===== config.mk =====
export PLATFORM = sky130hd
export DESIGN_NAME = tilt_heading_angle_tracker
export DESIGN_NICKNAME = d
export VERILOG_FILES = /design/src/sv/tht_pkg.sv /design/src/sv/tht_atan_unit.sv /design/src/sv/tilt_heading_angle_tracker.sv
export SDC_FILE = /design/constraint.sdc
export NUM_CORES = 2
export LEC_CHECK = 0
export BUFFER_PORTS_ARGS = -buffer_cell sky130_fd_sc_hd__buf_2
export CORE_UTILIZATION = 45
export DETAILED_ROUTE_END_ITERATION = 16
export GPL_TIMING_DRIVEN = 0
export SLEW_MARGIN = 5
export SYNTH_ARGS = -nofsm -noshare
export SYNTH_HDL_FRONTEND = slang
export SYNTH_SLANG_ARGS = --single-unit

===== constraint.sdc =====
create_clock -name clk -period 9.1 [get_ports clk]
set_input_delay 0.91 -clock clk [delete_from_list [all_inputs] [get_ports clk]]
set_output_delay 0.91 -clock clk [all_outputs]
set_load 0.02 [all_outputs]

===== src/sv/tht_pkg.sv =====
`timescale 1ns / 1ps

package tht_pkg;

    localparam int SAMPLE_BITS_DEFAULT = 16;
    localparam int FIELD_W             = 16;
    localparam int ANGLE_W             = 8;
    localparam int MAG_W               = 7;
    localparam int THR_W               = 7;
    localparam int FRAC_BITS           = 20;
    localparam int TAN_W               = 26;
    localparam int RIGHT_ANGLE         = 90;
    localparam int IN_DATA_W           = 80;
    localparam int IN_USER_W           = 2;
    localparam int OUT_DATA_W          = 32;

    localparam logic [THR_W-1:0] THRESHOLD_RESET = 7'd5;
    localparam logic [MAG_W-1:0] ANGLE_LIMIT     = 7'd90;
    localparam logic [MAG_W-1:0] TAN_LAST        = 7'd89;

    localparam logic FUNC_SAMPLE = 1'b0;
    localparam logic FUNC_POLL   = 1'b1;

    typedef enum logic [1:0] {
        NC_NONE  = 2'd0,
        NC_ROLL  = 2'd1,
        NC_PITCH = 2'd2,
        NC_YAW   = 2'd3
    } next_code_t;

    typedef struct packed {
        logic                      done;
        logic signed [ANGLE_W-1:0] angle;
    } atan_res_t;

    typedef logic [RIGHT_ANGLE-1:0][TAN_W-1:0] tan_tab_t;

    localparam logic [63:0] PI_Q62  = 64'hC90FDAA22168C235;
    localparam logic [63:0] ONE_Q62 = 64'h4000000000000000;
    localparam logic [63:0] DEG_Q62 = PI_Q62 / 64'd180;

    // The functions below only run at elaboration to build the tangent table.
    function automatic logic [63:0] mul_q62(input logic [63:0] a, input logic [63:0] b);
        logic [127:0] p;
        p = {64'd0, a} * {64'd0, b};
        return p[125:62];
    endfunction

    // Restoring long division; returns the quotient above the remainder.
    function automatic logic [127:0] divmod(input logic [63:0] n, input logic [63:0] d);
        logic [63:0] q;
        logic [64:0] r;
        q = '0;
        r = '0;
        for (int i = 63; i >= 0; i--)
        begin
            r = {r[63:0], n[i]};
            if (r >= {1'b0, d})
            begin
                r    = r - {1'b0, d};
                q[i] = 1'b1;
            end
        end
        return {q, r[63:0]};
    endfunction

    function automatic logic [63:0] series_q62(input logic [63:0] x, input logic odd);
        logic [63:0]        x2;
        logic [63:0]        term;
        logic [63:0]        n;
        logic signed [63:0] sum;
        logic               neg;
        logic [127:0]       qr;
        x2   = mul_q62(x, x);
        term = odd ? x : ONE_Q62;
        n    = odd ? 64'd1 : 64'd0;
        sum  = '0;
        neg  = 1'b0;
        while (term != 64'd0 && n < 64'd60)
        begin
            sum  = neg ? sum - $signed(term) : sum + $signed(term);
            qr   = divmod(mul_q62(term, x2), (n + 64'd1) * (n + 64'd2));
            term = qr[127:64];
            n    = n + 64'd2;
            neg  = !neg;
        end
        return (sum > 0) ? 64'(sum) : 64'd0;
    endfunction

    function automatic logic [31:0] ratio_q20(input logic [63:0] n, input logic [63:0] d);
        logic [63:0]  q;
        logic [63:0]  r;
        logic [127:0] qr;
        qr = divmod(n, d);
        q  = qr[127:64];
        r  = qr[63:0];
        for (int i = 0; i < 21; i++)
        begin
            r = r << 1;
            q = q << 1;
            if (r >= d)
            begin
                r    = r - d;
                q[0] = 1'b1;
            end
        end
        return 32'((q + 64'd1) >> 1);
    endfunction

    function automatic tan_tab_t build_tan();
        tan_tab_t    tab;
        logic [63:0] x;
        logic [63:0] s;
        logic [63:0] c;
        int          a;
        for (int k = 0; k < RIGHT_ANGLE; k++)
        begin
            a = (k <= 45) ? k : (RIGHT_ANGLE - k);
            x = DEG_Q62 * 64'(a);
            s = series_q62(x, 1'b1);
            c = series_q62(x, 1'b0);
            tab[k] = (k <= 45) ? TAN_W'(ratio_q20(s, c)) : TAN_W'(ratio_q20(c, s));
        end
        return tab;
    endfunction

    localparam tan_tab_t TAN_TABLE = build_tan();

endpackage


===== src/sv/tht_atan_unit.sv =====
`timescale 1ns / 1ps

module tht_atan_unit #(
    parameter int SAMPLE_BITS = tht_pkg::SAMPLE_BITS_DEFAULT
) (
    input  logic                          clk,
    input  logic                          rst_n,
    input  logic                          start,
    input  logic signed [SAMPLE_BITS-1:0] num,
    input  logic signed [SAMPLE_BITS-1:0] den,
    output tht_pkg::atan_res_t            res
);

    localparam int PROD_W = tht_pkg::TAN_W + SAMPLE_BITS;

    typedef enum logic [1:0] {
        U_IDLE,
        U_MUL,
        U_CMP,
        U_FIN
    } ustate_t;

    ustate_t                       state_reg;
    logic [tht_pkg::MAG_W-1:0]     k_reg;
    logic [2:0]                    idx_reg;
    logic                          neg_reg;
    logic [SAMPLE_BITS-1:0]        nm_reg;
    logic [SAMPLE_BITS-1:0]        dm_reg;
    logic [PROD_W-1:0]             prod_reg;

    logic [tht_pkg::MAG_W-1:0]     cand;
    logic [tht_pkg::TAN_W-1:0]     tan_val;
    logic [PROD_W-1:0]             limit;

    // The search sets one bit of the angle per multiply and compare pass.
    assign cand    = k_reg | (tht_pkg::MAG_W'(1) << idx_reg);
    assign tan_val = (cand <= tht_pkg::TAN_LAST) ? tht_pkg::TAN_TABLE[cand] : '0;
    assign limit   = PROD_W'({nm_reg, tht_pkg::FRAC_BITS'(0)});

    assign res.done  = (state_reg == U_FIN);
    assign res.angle = (neg_reg && k_reg != '0) ? -tht_pkg::ANGLE_W'(k_reg)
                                                : tht_pkg::ANGLE_W'(k_reg);

    always_ff @(posedge clk or negedge rst_n)
    begin
        if (!rst_n)
        begin
            state_reg <= U_IDLE;
            k_reg     <= '0;
            idx_reg   <= '0;
            neg_reg   <= 1'b0;
        end
        else
        begin
            unique case (state_reg)
                U_IDLE:
                begin
                    if (start)
                    begin
                        nm_reg  <= num[SAMPLE_BITS-1] ? SAMPLE_BITS'(-num) : SAMPLE_BITS'(num);
                        dm_reg  <= den[SAMPLE_BITS-1] ? SAMPLE_BITS'(-den) : SAMPLE_BITS'(den);
                        idx_reg <= 3'd6;
                        if (den == '0)
                        begin
                            k_reg     <= tht_pkg::ANGLE_LIMIT;
                            neg_reg   <= 1'b0;
                            state_reg <= U_FIN;
                        end
                        else
                        begin
                            k_reg     <= '0;
                            neg_reg   <= num[SAMPLE_BITS-1] ^ den[SAMPLE_BITS-1];
                            state_reg <= U_MUL;
                        end
                    end
                end
                U_MUL:
                begin
                    prod_reg  <= PROD_W'(tan_val) * PROD_W'(dm_reg);
                    state_reg <= U_CMP;
                end
                U_CMP:
                begin
                    if (cand <= tht_pkg::TAN_LAST && prod_reg <= limit)
                    begin
                        k_reg <= cand;
                    end
                    if (idx_reg == 3'd0)
                    begin
                        state_reg <= U_FIN;
                    end
                    else
                    begin
                        idx_reg   <= idx_reg - 3'd1;
                        state_reg <= U_MUL;
                    end
                end
                U_FIN:
                begin
                    state_reg <= U_IDLE;
                end
                default:
                begin
                    state_reg <= U_IDLE;
                end
            endcase
        end
    end

endmodule


===== src/sv/tilt_heading_angle_tracker.sv =====
`timescale 1ns / 1ps

// Tilt and heading angle tracker.
// Each transfer on the s_axis channel is either a sensor sample or a poll, told
// apart by tuser. A good sample updates roll, pitch and yaw in whole degrees and
// flags every angle whose magnitude moved by more than the change threshold.
// A poll returns and clears the first set flag in the order roll, pitch, yaw.
// Every input transfer yields exactly one m_axis transfer with the current angles.
// Each angle goes through the shared arctangent unit, which runs a
// seven-step bit search of one multiply state and one compare state per step;
// an angle whose divisor is zero skips the search.
// A poll or a sample with a bus error does not use the arctangent unit and
// goes straight to the output state.
// s_axis_tready is high only while no item is in work, one item at a time.
// The result sits in an output register, so a new item is accepted while it
// waits; a finished item waits until the receiver takes the earlier result.
// The cfg channel is always ready and loads the change threshold.
// Reset clears the angles and flags and sets the threshold to 5 degrees.

module tilt_heading_angle_tracker #(
    parameter int SAMPLE_BITS = tht_pkg::SAMPLE_BITS_DEFAULT
) (
    input  logic                             clk,
    input  logic                             rst_n,
    input  logic                             s_axis_tvalid,
    output logic                             s_axis_tready,
    // accel_x, accel_y, accel_z, mag_x, mag_y, 16 bits each.
    input  logic [tht_pkg::IN_DATA_W-1:0]    s_axis_tdata,
    // func, read_ok.
    input  logic [tht_pkg::IN_USER_W-1:0]    s_axis_tuser,
    output logic                             m_axis_tvalid,
    input  logic                             m_axis_tready,
    // roll_out, pitch_out, yaw_out, changed_mask, next_changed, zero fill.
    output logic [tht_pkg::OUT_DATA_W-1:0]   m_axis_tdata,
    input  logic                             cfg_valid,
    output logic                             cfg_ready,
    input  logic [tht_pkg::THR_W-1:0]        cfg_data
);

    localparam int FW = tht_pkg::FIELD_W;
    localparam int AW = tht_pkg::ANGLE_W;
    localparam int MW = tht_pkg::MAG_W;

    typedef enum logic [2:0] {
        ST_IDLE,
        ST_ROLL,
        ST_PITCH,
        ST_YAW,
        ST_OUT
    } state_t;

    state_t                          state_reg;
    logic signed [AW-1:0]            roll_reg;
    logic signed [AW-1:0]            pitch_reg;
    logic signed [AW-1:0]            yaw_reg;
    logic [2:0]                      flags_reg;
    logic [tht_pkg::THR_W-1:0]       thr_reg;
    logic [2:0]                      mask_reg;
    tht_pkg::next_code_t             next_reg;
    logic signed [SAMPLE_BITS-1:0]   ay_reg;
    logic signed [SAMPLE_BITS-1:0]   az_reg;
    logic signed [SAMPLE_BITS-1:0]   mx_reg;
    logic signed [SAMPLE_BITS-1:0]   my_reg;
    logic signed [SAMPLE_BITS-1:0]   num_reg;
    logic signed [SAMPLE_BITS-1:0]   den_reg;
    logic                            start_reg;
    logic                            m_valid_reg;
    logic [tht_pkg::OUT_DATA_W-1:0]  m_data_reg;

    tht_pkg::atan_res_t              res;
    logic                            in_xfer;
    logic                            out_free;
    logic signed [AW-1:0]            old_angle;
    logic [MW-1:0]                   old_mag;
    logic [MW-1:0]                   new_mag;
    logic [MW-1:0]                   diff;
    logic                            exceed;
    logic signed [SAMPLE_BITS-1:0]   ax_in;
    logic signed [SAMPLE_BITS-1:0]   ay_in;
    logic signed [SAMPLE_BITS-1:0]   az_in;
    logic signed [SAMPLE_BITS-1:0]   mx_in;
    logic signed [SAMPLE_BITS-1:0]   my_in;

    tht_atan_unit #(
        .SAMPLE_BITS(SAMPLE_BITS)
    ) u_atan (
        .clk  (clk),
        .rst_n(rst_n),
        .start(start_reg),
        .num  (num_reg),
        .den  (den_reg),
        .res  (res)
    );

    // Raw fields are taken as SAMPLE_BITS-bit two's complement values.
    assign ax_in = SAMPLE_BITS'(s_axis_tdata[FW-1:0]);
    assign ay_in = SAMPLE_BITS'(s_axis_tdata[2*FW-1:FW]);
    assign az_in = SAMPLE_BITS'(s_axis_tdata[3*FW-1:2*FW]);
    assign mx_in = SAMPLE_BITS'(s_axis_tdata[4*FW-1:3*FW]);
    assign my_in = SAMPLE_BITS'(s_axis_tdata[5*FW-1:4*FW]);

    assign s_axis_tready = (state_reg == ST_IDLE);
    assign in_xfer       = s_axis_tvalid && s_axis_tready;
    assign out_free      = !m_valid_reg || m_axis_tready;
    assign m_axis_tvalid = m_valid_reg;
    assign m_axis_tdata  = m_data_reg;
    assign cfg_ready     = 1'b1;

    always_comb
    begin
        unique case (state_reg)
            ST_PITCH: old_angle = pitch_reg;
            ST_YAW:   old_angle = yaw_reg;
            default:  old_angle = roll_reg;
        endcase
        old_mag = old_angle[AW-1] ? MW'(-old_angle) : old_angle[MW-1:0];
        new_mag = res.angle[AW-1] ? MW'(-res.angle) : res.angle[MW-1:0];
        diff    = (old_mag > new_mag) ? old_mag - new_mag : new_mag - old_mag;
        exceed  = (diff > thr_reg);
    end

    always_ff @(posedge clk or negedge rst_n)
    begin
        if (!rst_n)
        begin
            state_reg   <= ST_IDLE;
            roll_reg    <= '0;
            pitch_reg   <= '0;
            yaw_reg     <= '0;
            flags_reg   <= '0;
            thr_reg     <= tht_pkg::THRESHOLD_RESET;
            mask_reg    <= '0;
            next_reg    <= tht_pkg::NC_NONE;
            start_reg   <= 1'b0;
            m_valid_reg <= 1'b0;
        end
        else
        begin
            start_reg <= 1'b0;
            if (cfg_valid && cfg_ready)
            begin
                thr_reg <= cfg_data;
            end
            if (m_valid_reg && m_axis_tready)
            begin
                m_valid_reg <= 1'b0;
            end

            unique case (state_reg)
                ST_IDLE:
                begin
                    if (in_xfer)
                    begin
                        mask_reg <= '0;
                        next_reg <= tht_pkg::NC_NONE;
                        if (s_axis_tuser[0] == tht_pkg::FUNC_POLL)
                        begin
                            priority if (flags_reg[0])
                            begin
                                flags_reg[0] <= 1'b0;
                                next_reg     <= tht_pkg::NC_ROLL;
                            end
                            else if (flags_reg[1])
                            begin
                                flags_reg[1] <= 1'b0;
                                next_reg     <= tht_pkg::NC_PITCH;
                            end
                            else if (flags_reg[2])
                            begin
                                flags_reg[2] <= 1'b0;
                                next_reg     <= tht_pkg::NC_YAW;
                            end
                            else
                            begin
                                next_reg     <= tht_pkg::NC_NONE;
                            end
                            state_reg <= ST_OUT;
                        end
                        else if (s_axis_tuser[1])
                        begin
                            ay_reg    <= ay_in;
                            az_reg    <= az_in;
                            mx_reg    <= mx_in;
                            my_reg    <= my_in;
                            num_reg   <= az_in;
                            den_reg   <= ax_in;
                            start_reg <= 1'b1;
                            state_reg <= ST_ROLL;
                        end
                        else
                        begin
                            state_reg <= ST_OUT;
                        end
                    end
                end
                ST_ROLL:
                begin
                    if (res.done)
                    begin
                        roll_reg     <= res.angle;
                        mask_reg[0]  <= exceed;
                        flags_reg[0] <= flags_reg[0] | exceed;
                        num_reg      <= az_reg;
                        den_reg      <= ay_reg;
                        start_reg    <= 1'b1;
                        state_reg    <= ST_PITCH;
                    end
                end
                ST_PITCH:
                begin
                    if (res.done)
                    begin
                        pitch_reg    <= res.angle;
                        mask_reg[1]  <= exceed;
                        flags_reg[1] <= flags_reg[1] | exceed;
                        num_reg      <= my_reg;
                        den_reg      <= mx_reg;
                        start_reg    <= 1'b1;
                        state_reg    <= ST_YAW;
                    end
                end
                ST_YAW:
                begin
                    if (res.done)
                    begin
                        yaw_reg      <= res.angle;
                        mask_reg[2]  <= exceed;
                        flags_reg[2] <= flags_reg[2] | exceed;
                        state_reg    <= ST_OUT;
                    end
                end
                ST_OUT:
                begin
                    if (out_free)
                    begin
                        m_data_reg  <= {3'b000, next_reg, mask_reg, yaw_reg, pitch_reg, roll_reg};
                        m_valid_reg <= 1'b1;
                        state_reg   <= ST_IDLE;
                    end
                end
                default:
                begin
                    state_reg <= ST_IDLE;
                end
            endcase
        end
    end

endmodule


==> results by group <==
Detailed routing
  – Drt drc: 0
  – Vias after detailed routing: around 23000
  – Drt total wl: roughly 94000 um
  – Detailed Route Iter0 Violations: roughly 1800
  – Wirelength per Cell: 23.75 um
  – Drt pass-1 iters: 5
  – DR vias/cell: 5.751
  – Final ANT Viol Nets: 0

Place
  – Port bufs: 124
  – Detailed placement HPWL: ~73000 um
  – Routability congestion estimate: around 1.0
  – Pre-CTS setup slack: -2343 ps

Clock network
  – Clk buf depth: 3
  – Clk slew on worst S/H paths: ~70 ps
  – Inserted Clock Buffers: 23
  – Root Buffer: clkbuf_16
  – CTS tree: yes
  – H-tree depth: 1
  – CTS Sinks: 256
  – Later-pin clock latency in the skew report: 520 ps

STA
  – Final Setup Violations: 0
  – Relative slew slack: 0.2397
  – F_max: 112.6 MHz
  – Slew @ Worst Pin: roughly 1100 ps
  – Max-slew violations: 0
  – Min Tclk post-route: 8883 ps
  – Final worst setup slack: 216.9 ps
  – Clock skew: 15.90 ps
  – Tcrit/Tclk final: 0.9762
  – Final Hold Fails: 0

Setup path
  – Worst setup EP type: flip-flop
  – Slowest Stage Delay on Critical Path: 520 ps
  – CP startpoint kind: flip-flop
  – Master of the slowest instance on the critical path: fa_1
  – Worst Path Max Fanout: 11
  – WP data required: roughly 9400 ps
  – Critical Path Most Common Cell: fa_1
  – Crit Path Category: reg2reg
  – Worst EP arrival: slightly above 9000 ps

Yosys
  – Commonest cells in the netlist: nand2_1, inv_1, fa_1, edfxtp_1, and2_1
  – Count leader, synth: nand2_1
  – Most used DFF post-synth: edfxtp_1
  – Post-synth top area share: 0.2408
  – Largest cells by area after synthesis: fa_1, edfxtp_1, ha_1
  – Syn avg cell area: ~9.4 sq um
  – Cell taking the most area after synthesis: fa_1
  – Number of synthesized flops with an enable pin: a little under 200
  – Synthesized area: around 28000 sq um
  – Mapped Cells: about 3000
  – Async set-reset flop share out of synthesis: 0.2227
  – FF+latch count, synth: between 200 and 300
  – Synth warnings: 0
  – Register area share after synthesis: 0.2650
  – Post-synthesis cell type count: just under 100

Final layout
  – Final net count: 3755
  – Synth-to-layout area growth: 13.40%
  – Max reg flops: 42
  – Share of layout cells above drive strength 1: 0.1456

GRT
  – Wire length of the first global-routing pass: 144500 um
  – Largest net degree at the start of global routing: 63
  – GRT Total Usage: 0.3031
  – Vias in the first global route: between 20000 and 25000
  – Grt ovf: 0
  – Initial antenna violation count: 1

Status
  – Outcome: complete, no violations

Hold path
  – Class of the worst hold path: reg2reg

Floorplan
  – Ports: ~130
  – Std cell rows: 90
  – Initial Util: 0.4594
  – Die width: between 200 and 300 um
  – Die area: roughly 63000 sq um
  – Die height: about 250 um
  – Core Box Area: just over 60000 sq um

Run
  – Max Cap Violations: 0
[area by class of cell]
type	instances	area, sq um
Antenna cell	1	2.502
Buffer	170	988.4
Clock buffer	32	643.1
Clock inverter	9	101.3
Fill cell	5604	29130
Inverter	424	1605
Multi-Input combinational cell	2106	18830
Sequential cell	256	7405
Tap cell	782	978.4
Timing Repair Buffer	176	1125
[per-layer routing]
metal / vias to the layer above / GRT usage / share of wire
met5: - / 0 / 0.00011
met4: 2 / 0.1199 / 0.042
met3: 211 / 0.04918 / 0.079
met2: 963 / 0.4719 / 0.44
met1: 11410 / 0.4225 / 0.43
li1: 10170 / - / -
[cell families (layout without fill, tap and decap cells)]
family                     after synthesis  in the layout  share of synthesized area
and+or+nand+nor                        918            918                     0.1577
buffers and inverters                  601            811                    0.08801
AOI/OAI and AO/OA                      564            564                     0.1342
adders and majority gates              504            504                     0.3160
DFF                                    256            256                     0.2650
xor gates and xnor gates                90             90                    0.02822
muxes                                   26             26                    0.01052
other                                    2              5                  0.0002688
[worst max-delay path, delay by kind of cell (launching register included)]
family | cells | cell delay, ps
buffers and inverters | 8 | 1250
AO/OA/AOI/OAI | 7 | 1740
flip-flops | 1 | 430
AND/OR/NAND/NOR | 8 | 1260
adder cells (fa/ha/maj) | 9 | 3710
XOR/XNOR | 1 | 160
[final timing paths]
path | startpoint | endpoint | slack, ps | depth (start not counted)
min in group asynchronous | rst_n | thr_reg[4] | 470 | 1
worst min-delay path | next_reg[0] | m_axis_tdata[27] | 460 | 0
worst max-delay path | u_atan.idx_reg[0] | u_atan.prod_reg[41] | 220 | 33
max in group asynchronous | rst_n | u_atan.k_reg[0] | 8130 | 1
worst min register to register | next_reg[0] | m_axis_tdata[27] | 460 | 0
worst max register to register | u_atan.idx_reg[0] | u_atan.prod_reg[41] | 220 | 33
[repair_timing]
action,4_1_cts,5_1_grt
gates resized for setup,123,101
hold buffers,0,0
setup endpoints to repair,33,22
pin swaps,18,19
setup buffers,30,17
[layout by cell type, fill, tap and decap left out, types with 12 or more instances in the layout]
| cell type | synthesis | final |
|---|---|---|
| nor3_1 | 15 | 13 |
| o31ai_1 | 13 | 13 |
| o21ai_1 | 11 | 16 |
| a21oi_1 | 123 | 113 |
| mux2i_1 | 17 | 17 |
| nand4_1 | 12 | 12 |
| xnor2_1 | 67 | 67 |
| o22ai_1 | 24 | 23 |
| fa_1 | 336 | 335 |
| edfxtp_1 | 199 | 199 |
| and3_1 | 16 | 15 |
| o21bai_1 | 12 | 12 |
| nand2b_1 | 16 | 16 |
| a21o_1 | 33 | 33 |
| nor2_1 | 103 | 94 |
| a31oi_1 | 19 | 15 |
| ha_1 | 168 | 155 |
| buf_2 | 44 | 148 |
| buf_6 | 9 | 19 |
| inv_1 | 419 | 416 |
| nand3_1 | 31 | 31 |
| nor2b_1 | 24 | 24 |
| clkbuf_1 | 94 | 76 |
| o21ai_0 | 142 | 132 |
| buf_4 | 21 | 74 |
| nand2_1 | 459 | 455 |
| dfrtp_1 | 55 | 55 |
| xor2_1 | 23 | 23 |
| clkbuf_16 | 0 | 24 |
| and2_1 | 172 | 169 |
| o211ai_1 | 19 | 19 |
| a22oi_1 | 41 | 39 |
[through the flow]
step / setup TNS (ps) / util / hold slack, ps / cell area, sq um / cells
after floorplan: 0 / - / 424.5 / 27940 / 2963
after global placement: -53460 / 0.4858 / 447.2 / 29540 / 3869
after detailed placement: -48840 / 0.4876 / 435.0 / 29650 / 3874
after CTS: 0 / 0.5134 / 462.8 / 31220 / 3938
after global routing: -22.42 / 0.5209 / 481.5 / 31680 / 3955
final: 0 / 0.5210 / 457.1 / 31680 / 3956
Power is not shown: default switching activity piles up to over one toggle a cycle in this logic, so the estimate is an artifact.
